`config.mk`:
```
export PLATFORM = sky130hd
export DESIGN_NAME = priority_sorted_task_table
export DESIGN_NICKNAME = d
export VERILOG_FILES = /design/src/sv/pstt_pkg.sv /design/src/sv/priority_sorted_task_table.sv /design/src/sv/pstt_ram.sv /design/src/sv/pstt_cmp.sv
export VERILOG_INCLUDE_DIRS = /design/src /design/src/sv
export SDC_FILE = /design/constraint.sdc
export NUM_CORES = 1
export LEC_CHECK = 0
export BUFFER_PORTS_ARGS = -buffer_cell sky130_fd_sc_hd__buf_4
export CAP_MARGIN = 20
export CORE_ASPECT_RATIO = 1.25
export CORE_MARGIN = 1.5
export CORE_UTILIZATION = 60
export DETAILED_ROUTE_END_ITERATION = 8
export PLACE_DENSITY = 0.78
export SETUP_SLACK_MARGIN = 0.15
export SYNTH_ARGS = -nofsm -noshare
export SYNTH_HDL_FRONTEND = slang
export SYNTH_SLANG_ARGS = --single-unit
```
`constraint.sdc`:
```
create_clock -name clk -period 8.7 [get_ports clk]
set_input_delay 0.87 -clock clk [delete_from_list [all_inputs] [get_ports clk]]
set_output_delay 0.87 -clock clk [all_outputs]
set_load 0.01 [all_outputs]
```
`src/sv/assert_macros.svh`:
```
// Assertion macros used by the top-level RTL file of the priority task table.
`ifndef ASSERT_MACROS_SVH
`define ASSERT_MACROS_SVH

`ifndef SYNTH

// Check a condition at every clock edge out of reset.
`define CHECK_ALWAYS(label, cond, msg) \
    label: assert property (@(posedge clk) disable iff (!rst_n) (cond)) else $error(msg);

// Check a consequent in the same cycle as its antecedent.
`define CHECK_SAME(label, ante, cons, msg) \
    label: assert property (@(posedge clk) disable iff (!rst_n) (ante) |-> (cons)) \
        else $error(msg);

// Check a consequent in the cycle after its antecedent.
`define CHECK_NEXT(label, ante, cons, msg) \
    label: assert property (@(posedge clk) disable iff (!rst_n) (ante) |=> (cons)) \
        else $error(msg);

`else

`define CHECK_ALWAYS(label, cond, msg)
`define CHECK_SAME(label, ante, cons, msg)
`define CHECK_NEXT(label, ante, cons, msg)

`endif

`endif

```
`src/sv/pstt_pkg.sv`:
```
// Types, codes and constants of the priority task table.
`timescale 1ns / 1ps
`default_nettype none

package pstt_pkg;

    localparam int PSTT_CAPACITY = 16;

    typedef enum logic [1:0] {
        REQ_INSERT = 2'd0,
        REQ_CHANGE = 2'd1,
        REQ_DELETE = 2'd2,
        REQ_LIST   = 2'd3
    } req_type_t;

    typedef enum logic [2:0] {
        OUT_DONE      = 3'd0,
        OUT_NOT_FOUND = 3'd1,
        OUT_FULL      = 3'd2,
        OUT_ENTRY     = 3'd3,
        OUT_EMPTY     = 3'd4
    } outcome_t;

    localparam logic [1:0] STATUS_NEW       = 2'd0;
    localparam logic [1:0] STATUS_COMPLETED = 2'd2;

    typedef enum logic [3:0] {
        ST_IDLE,
        ST_INS_RD,
        ST_INS_WR,
        ST_INS_PUT,
        ST_FIND_RD,
        ST_FIND_CHK,
        ST_DEL_RD,
        ST_DEL_WR,
        ST_LIST_RD,
        ST_LIST_OUT,
        ST_EMIT
    } state_t;

    typedef struct packed {
        logic [1:0]         req_type;
        logic signed [15:0] priority_req;
        logic [15:0]        name_tag;
        logic [1:0]         new_status;
    } req_t;

    typedef struct packed {
        logic [2:0]         outcome;
        logic signed [15:0] entry_priority;
        logic [15:0]        entry_tag;
        logic [1:0]         entry_status;
        logic               last;
    } rsp_t;

    typedef struct packed {
        logic [1:0]         status;
        logic [15:0]        tag;
        logic signed [15:0] prio;
    } entry_t;

    localparam int PSTT_ENTRY_W = $bits(entry_t);

    typedef struct packed {
        logic eq;
        logic gt;
    } cmp_t;

endpackage

`default_nettype wire

```
`src/sv/priority_sorted_task_table.sv`:
```
// Top level of the priority task table: sequencer, entry RAM and comparator.
//
//  channel | dir | handshake          | payload
//  req     | in  | req_valid/req_stall | pstt_pkg::req_t
//  rsp     | out | rsp_valid/rsp_stall | pstt_pkg::rsp_t
//
// One request at a time; req_stall stays high until its last result is registered.
// Insert reads and writes each entry moved up, then writes the new one; change/delete
// read and check each entry probed, and delete then reads and writes each entry moved
// down; list reads and emits each entry. All walk the single RAM port of the sequencer.
// Reset empties the table at once through the entry count; no clearing pass.
// A stalled rsp holds the sequencer only in the result states.
`timescale 1ns / 1ps
`default_nettype none

`include "assert_macros.svh"

module priority_sorted_task_table #(
    parameter int CAPACITY = pstt_pkg::PSTT_CAPACITY
) (
    input  wire logic            clk,
    input  wire logic            rst_n,
    input  wire logic            req_valid,
    output logic                 req_stall,
    input  wire pstt_pkg::req_t  req,
    output logic                 rsp_valid,
    input  wire logic            rsp_stall,
    output pstt_pkg::rsp_t       rsp
);

    import pstt_pkg::*;

    localparam int CW = $clog2(CAPACITY + 1);
    localparam int IW = $clog2(CAPACITY);

    state_t         state_reg, state_next;
    logic [CW-1:0]  count_reg, count_next;
    logic [CW-1:0]  idx_reg, idx_next;
    req_t           req_reg, req_next;
    logic [2:0]     outcome_reg, outcome_next;
    logic           rsp_valid_reg, rsp_valid_next;
    rsp_t           rsp_reg, rsp_next;

    logic           ram_we;
    logic [IW-1:0]  ram_waddr;
    entry_t         ram_wdata;
    logic [IW-1:0]  ram_raddr;
    entry_t         ram_rdata;
    cmp_t           cmp_res;

    logic           accept;
    logic           rsp_free;
    logic           shift_up;
    logic [1:0]     sat_status;
    entry_t         new_entry;

    pstt_ram #(
        .WIDTH (PSTT_ENTRY_W),
        .DEPTH (CAPACITY)
    ) u_ram (
        .clk   (clk),
        .we    (ram_we),
        .waddr (ram_waddr),
        .wdata (ram_wdata),
        .raddr (ram_raddr),
        .rdata (ram_rdata)
    );

    pstt_cmp u_cmp (
        .stored (ram_rdata.prio),
        .key    (req_reg.priority_req),
        .res    (cmp_res)
    );

    assign req_stall = (state_reg != ST_IDLE);
    assign accept    = req_valid && !req_stall;
    assign rsp_free  = !rsp_valid_reg || !rsp_stall;
    assign rsp_valid = rsp_valid_reg;
    assign rsp       = rsp_reg;

    assign sat_status = (req_reg.new_status > STATUS_COMPLETED) ? STATUS_COMPLETED
                                                                : req_reg.new_status;
    assign new_entry  = '{status: STATUS_NEW, tag: req_reg.name_tag,
                          prio: req_reg.priority_req};
    assign shift_up   = (idx_reg == CW'(1)) ? cmp_res.gt : (cmp_res.gt || cmp_res.eq);

    always_comb
    begin
        state_next     = state_reg;
        count_next     = count_reg;
        idx_next       = idx_reg;
        req_next       = req_reg;
        outcome_next   = outcome_reg;
        rsp_valid_next = rsp_valid_reg && rsp_stall;
        rsp_next       = rsp_reg;
        ram_we         = 1'b0;
        ram_waddr      = idx_reg[IW-1:0];
        ram_wdata      = new_entry;
        ram_raddr      = idx_reg[IW-1:0];

        case (state_reg)
            ST_IDLE:
            begin
                if (accept)
                begin
                    req_next = req;
                    idx_next = '0;
                    case (req.req_type)
                        REQ_INSERT:
                        begin
                            if (count_reg == CW'(CAPACITY))
                            begin
                                outcome_next = OUT_FULL;
                                state_next   = ST_EMIT;
                            end
                            else if (count_reg == '0)
                            begin
                                ram_we       = 1'b1;
                                ram_waddr    = '0;
                                ram_wdata    = '{status: STATUS_NEW, tag: req.name_tag,
                                                 prio: req.priority_req};
                                count_next   = CW'(1);
                                outcome_next = OUT_DONE;
                                state_next   = ST_EMIT;
                            end
                            else
                            begin
                                idx_next   = count_reg;
                                state_next = ST_INS_RD;
                            end
                        end
                        REQ_CHANGE, REQ_DELETE:
                        begin
                            if (count_reg == '0)
                            begin
                                outcome_next = OUT_NOT_FOUND;
                                state_next   = ST_EMIT;
                            end
                            else
                            begin
                                state_next = ST_FIND_RD;
                            end
                        end
                        default:
                        begin
                            if (count_reg == '0)
                            begin
                                outcome_next = OUT_EMPTY;
                                state_next   = ST_EMIT;
                            end
                            else
                            begin
                                state_next = ST_LIST_RD;
                            end
                        end
                    endcase
                end
            end
            ST_INS_RD:
            begin
                ram_raddr  = IW'(idx_reg - CW'(1));
                state_next = ST_INS_WR;
            end
            ST_INS_WR:
            begin
                if (shift_up)
                begin
                    ram_we     = 1'b1;
                    ram_wdata  = ram_rdata;
                    idx_next   = idx_reg - CW'(1);
                    state_next = (idx_reg == CW'(1)) ? ST_INS_PUT : ST_INS_RD;
                end
                else
                begin
                    state_next = ST_INS_PUT;
                end
            end
            ST_INS_PUT:
            begin
                ram_we       = 1'b1;
                count_next   = count_reg + CW'(1);
                outcome_next = OUT_DONE;
                state_next   = ST_EMIT;
            end
            ST_FIND_RD:
            begin
                state_next = ST_FIND_CHK;
            end
            ST_FIND_CHK:
            begin
                if (cmp_res.eq)
                begin
                    outcome_next = OUT_DONE;
                    if (req_reg.req_type == REQ_CHANGE)
                    begin
                        ram_we     = 1'b1;
                        ram_wdata  = '{status: sat_status, tag: ram_rdata.tag,
                                       prio: ram_rdata.prio};
                        state_next = ST_EMIT;
                    end
                    else if (idx_reg + CW'(1) == count_reg)
                    begin
                        count_next = count_reg - CW'(1);
                        state_next = ST_EMIT;
                    end
                    else
                    begin
                        state_next = ST_DEL_RD;
                    end
                end
                else if (idx_reg + CW'(1) == count_reg)
                begin
                    outcome_next = OUT_NOT_FOUND;
                    state_next   = ST_EMIT;
                end
                else
                begin
                    idx_next   = idx_reg + CW'(1);
                    state_next = ST_FIND_RD;
                end
            end
            ST_DEL_RD:
            begin
                ram_raddr  = IW'(idx_reg + CW'(1));
                state_next = ST_DEL_WR;
            end
            ST_DEL_WR:
            begin
                ram_we    = 1'b1;
                ram_wdata = ram_rdata;
                idx_next  = idx_reg + CW'(1);
                if (idx_reg + CW'(2) == count_reg)
                begin
                    count_next = count_reg - CW'(1);
                    state_next = ST_EMIT;
                end
                else
                begin
                    state_next = ST_DEL_RD;
                end
            end
            ST_LIST_RD:
            begin
                state_next = ST_LIST_OUT;
            end
            ST_LIST_OUT:
            begin
                if (rsp_free)
                begin
                    rsp_valid_next          = 1'b1;
                    rsp_next.outcome        = OUT_ENTRY;
                    rsp_next.entry_priority = ram_rdata.prio;
                    rsp_next.entry_tag      = ram_rdata.tag;
                    rsp_next.entry_status   = ram_rdata.status;
                    rsp_next.last           = (idx_reg + CW'(1) == count_reg);
                    if (idx_reg + CW'(1) == count_reg)
                    begin
                        state_next = ST_IDLE;
                    end
                    else
                    begin
                        idx_next   = idx_reg + CW'(1);
                        state_next = ST_LIST_RD;
                    end
                end
            end
            ST_EMIT:
            begin
                if (rsp_free)
                begin
                    rsp_valid_next          = 1'b1;
                    rsp_next.outcome        = outcome_reg;
                    rsp_next.entry_priority = '0;
                    rsp_next.entry_tag      = '0;
                    rsp_next.entry_status   = '0;
                    rsp_next.last           = 1'b1;
                    state_next              = ST_IDLE;
                end
            end
            default:
            begin
                state_next = ST_IDLE;
            end
        endcase
    end

    always_ff @(posedge clk or negedge rst_n)
    begin
        if (!rst_n)
        begin
            state_reg     <= ST_IDLE;
            count_reg     <= '0;
            idx_reg       <= '0;
            rsp_valid_reg <= 1'b0;
        end
        else
        begin
            state_reg     <= state_next;
            count_reg     <= count_next;
            idx_reg       <= idx_next;
            rsp_valid_reg <= rsp_valid_next;
        end
    end

    always_ff @(posedge clk)
    begin
        req_reg     <= req_next;
        outcome_reg <= outcome_next;
        rsp_reg     <= rsp_next;
    end

    `CHECK_ALWAYS(a_count_bound, count_reg <= CW'(CAPACITY), "entry count above capacity")

    `CHECK_SAME(a_list_in_range, state_reg == ST_LIST_OUT, idx_reg < count_reg, "list index past count")

    `CHECK_NEXT(a_full_drop, accept && req.req_type == REQ_INSERT && count_reg == CW'(CAPACITY), count_reg == $past(count_reg), "insert into full table changed count")

    `CHECK_SAME(a_idle_no_write, state_reg == ST_IDLE && !accept, !ram_we, "table written while idle")

endmodule

`default_nettype wire

```
`src/sv/pstt_ram.sv`:
```
// Generic single-write, single-read RAM with registered read data.
`timescale 1ns / 1ps
`default_nettype none

module pstt_ram #(
    parameter int WIDTH = pstt_pkg::PSTT_ENTRY_W,
    parameter int DEPTH = pstt_pkg::PSTT_CAPACITY
) (
    input  wire logic                     clk,
    input  wire logic                     we,
    input  wire logic [$clog2(DEPTH)-1:0] waddr,
    input  wire logic [WIDTH-1:0]         wdata,
    input  wire logic [$clog2(DEPTH)-1:0] raddr,
    output logic      [WIDTH-1:0]         rdata
);

    logic [WIDTH-1:0] mem [DEPTH];

    always_ff @(posedge clk)
    begin
        if (we)
        begin
            mem[waddr] <= wdata;
        end
        rdata <= mem[raddr];
    end

endmodule

`default_nettype wire

```
`src/sv/pstt_cmp.sv`:
```
// Shared priority comparator: stored priority against the request key.
`timescale 1ns / 1ps
`default_nettype none

module pstt_cmp (
    input  wire logic signed [15:0] stored,
    input  wire logic signed [15:0] key,
    output pstt_pkg::cmp_t          res
);

    import pstt_pkg::*;

    always_comb
    begin
        res.eq = (stored == key);
        res.gt = (stored > key);
    end

endmodule

`default_nettype wire
```
==> impl_results.md <==
- Status: completed
- Crit-path slowest cell: buf_4
- Max reg flops: 544
- Post-synthesis sequential area ratio: 74.11%
- Grt ovf: 0
- Cell area after synthesis: 26590 sq um
- Std-Cell Rows: 86
- Vias per cell: 6.629
- Port Buffers: 79
- Unrepaired setup endpoints after global routing: false
- Avg WL per Cell: 28.19 um
- GPL Wtd Cong: 0.9292
- Reg2reg setup slack: 4280 ps
- Final #Nets: 1559
- Syn Nets: ~1500
- Stages on the worst setup path: 11
- CTS Sinks: between 600 and 700
- First-iteration detailed-routing DRC count: ~1600
- Final hold vios: 0
- Leakage power: 10.10 nW
- Die Height: 238.4 um
- Final instance count without filler cells: between 2000 and 2500
- Largest net degree at the start of global routing: roughly 140
- Main synth FF type: edfxtp_1
- M3 GR Usage: 3.912%
- Gr usage total: roughly 27%
- Number of enable flip-flop cells after synthesis: 621
- Worst relative slew slack: 35.58%
- Vias: 14014
- # IOs: 80
- DRC Markers: 0
- Hold WC Path Type: in -> async
- Vias in the first global route: between 10000 and 15000
- Final worst path period need: around 4400 ps
- Worst Path Max Fanout: 95
- Final core area utilization: 68.17%
- # hold bufs at CTS: 0
- Crit-path leading delay family: buffers and inverters
- P per Cell Area: 359.6 nW/um^2
- Period Utilization, post-route: 50.75%
- Crit path largest cell delay: 810 ps
- Crit. End Element: flip-flop
- Required time worst endpoint: 9180 ps
- Routed Wire Length: 59600 um
- Critical path type: reg -> reg
- H-Tree Depth: 2
- Dpl cells: 2001
- CTS Buffer Depth: 3
- Warnings from Yosys: 0
- Die Width: 191.3 um
- Yosys cell types: 76
- Met2 Resource Use GR: approximately 44%
- Layer with the highest usage: met2
- Initial DRT Pass Iterations: 7
- Die footprint: approximately 46000 sq um
- Final Max Slew Viols: 0
- Syn Area/Cell: 19.07 sq um
- Synth-to-Final Area Change: 12.56%
- TritonCTS clock tree: built
- Maxcap violations: 0
- Worst Path Arrival: between 4000 and 5000 ps
- CP startpoint kind: flip-flop
- RR Startpoint: idx_reg[0]$_DFFE_PN0P_
- Clk_skew: between 20 and 30 ps
- Critical Path Sink: u_ram.rdata[14]$_DFF_P_
- Starting density of the core: 60.56%
- CTS resizes: 0
- Critical path origin: idx_reg[0]$_DFFE_PN0P_
- Share of cells above drive strength 1: ~25%
- R2R Path End: u_ram.rdata[14]$_DFF_P_
- Root Buffer: clkbuf_16
- Initial antenna violation count: 0
- Reg2Reg Depth: 11
- Core area: 43900 sq um
- Bufs and invs on worst path: 3
- Max VDD drop: 0.5931 mV
- Met1 Use GR: 36.99%
- Post-synthesis cell count: about 1400
- Worst-margin pin slew: roughly 950 ps
- Worst-skew pair later-pin latency: 620 ps
- # setup viols final: 0
- Post-route ant nets: 0
- Post-synth ARST share: 2.239%
- Antenna cells: 0
- Yosys reg bits: 670
- Reg clk slew, reported paths: about 70 ps
- Max Fclk: ~0.23 GHz
- Fill cell count: 2721
- # Post-CTS Setup Buffers: 0
- CP Cell Sequence: inv_1 > ha_1 > nor4bb_1 > a21oi_1 > o21ai_1 > a21oi_4 > buf_12 > buf_4 > mux4_2 > a22oi_1 > nand2_1
- Num CTS Buffers: 59
- Final setup TNS: 0 ps
- First-pass GRT wire length: between 80000 and 90000 um
- Total power: 0.01076 W
- Placed wire-length estimate: about 30000 um
cell usage in the layout (no fill, tap or decap), types with 7 or more instances in the layout:
cell type	Yosys	layout
a21oi_1	28	26
a221o_1	34	34
a22oi_1	70	70
and2_1	37	36
buf_4	2	109
clkbuf_1	36	9
clkbuf_16	0	59
clkbuf_8	0	7
clkinv_1	1	8
clkinv_2	0	13
clkinvlp_4	0	7
dfrtp_1	15	15
dfxtp_1	34	34
edfxtp_1	621	621
ha_1	27	27
inv_1	32	32
mux4_2	136	136
nand2_1	72	72
nand3_1	7	7
nor2_1	27	23
nor2b_1	35	35
nor4_2	0	8
o21ai_0	17	17
xnor2_1	12	11
xor2_1	8	8
how the worst min path moves through the flow:
stage,depth (start not counted),slack [ps],to
global placement,1,490,rsp[36]$_SDFFCE_PP1P_
detailed placement,1,490,rsp[36]$_SDFFCE_PP1P_
floorplan,1,480,rsp[35]$_SDFFCE_PP1P_
finish,1,120,count_reg[1]$_DFFE_PN0P_
global route,1,120,count_reg[1]$_DFFE_PN0P_
CTS,1,100,count_reg[1]$_DFFE_PN0P_
power breakdown:
part / internal, W / switching, W / leakage (nW) / total, W
Sequential: 0.00423 / 0.000215 / 6.10 / 0.00444
Clock: 0.00146 / 0.00114 / 0.953 / 0.00260
Combinational: 0.00155 / 0.00217 / 3.04 / 0.00372
Total: 0.00724 / 0.00353 / 10.1 / 0.0108
cell usage after synthesis (9+ instances only):
| master | count | area share, % |
|---|---|---|
| dfrtp_1 | 15 | 1.4 |
| nor2_1 | 27 | 0.38 |
| xnor2_1 | 12 | 0.40 |
| dfxtp_1 | 34 | 2.6 |
| a221o_1 | 34 | 1.3 |
| a21oi_1 | 28 | 0.53 |
| mux4_2 | 136 | 12 |
| nor2b_1 | 35 | 0.82 |
| and2_1 | 37 | 0.87 |
| nor4_1 | 10 | 0.24 |
| buf_2 | 28 | 0.53 |
| edfxtp_1 | 621 | 70 |
| nor3_1 | 9 | 0.17 |
| inv_1 | 32 | 0.45 |
| nand2_1 | 72 | 1.0 |
| clkbuf_1 | 36 | 0.51 |
| ha_1 | 27 | 1.3 |
| o21ai_0 | 17 | 0.32 |
| a22oi_1 | 70 | 2.0 |
cell families (layout without fill, tap and decap cells):
| logic type | count (synthesis) | in the layout | synth area share [%] |
|---|---|---|---|
| buffers and inverters | 110 | 258 | 1.939 |
| AND/OR/NAND/NOR | 229 | 229 | 4.541 |
| AO/OA/AOI/OAI | 194 | 194 | 5.581 |
| flip-flops | 670 | 670 | 74.11 |
| adder cells (fa/ha/maj) | 28 | 28 | 1.346 |
| XOR/XNOR | 21 | 21 | 0.7200 |
| multiplexers | 142 | 142 | 11.76 |
metrics by stage:
| stage | setup slack [ps] | hold WS [ps] | area, sq um |
|---|---|---|---|
| floorplan | 2513 | 477.3 | 26590 |
| global placement | 4468 | 490.6 | 27940 |
| detailed placement | 4324 | 494.6 | 27940 |
| CTS | 4250 | 103.7 | 29920 |
| global route | 3964 | 116.0 | 29930 |
| finish | 4285 | 118.2 | 29930 |
metal layers:
metal	up-vias	share of wire [%]	wire [um]
met1	7216	38	22780
met3	154	8.1	4806
met4	0	3.9	2296
met2	795	50	29710
li1	5849	-	-
met5	-	0	0
cell type report:
| cell class | count | area (sq um) | share of cell area, % |
|---|---|---|---|
| Clock inverter | 37 | 366.6 | 1.225 |
| Clock buffer | 75 | 1607 | 5.368 |
| Timing Repair Buffer | 112 | 869.6 | 2.906 |
| Sequential cell | 670 | 19700 | 65.84 |
| Tap cell | 572 | 715.7 | 2.391 |
| Inverter | 34 | 127.6 | 0.4264 |
| Multi-Input combinational cell | 614 | 6538 | 21.84 |
Note: power is estimated with default switching activity, not from simulation.
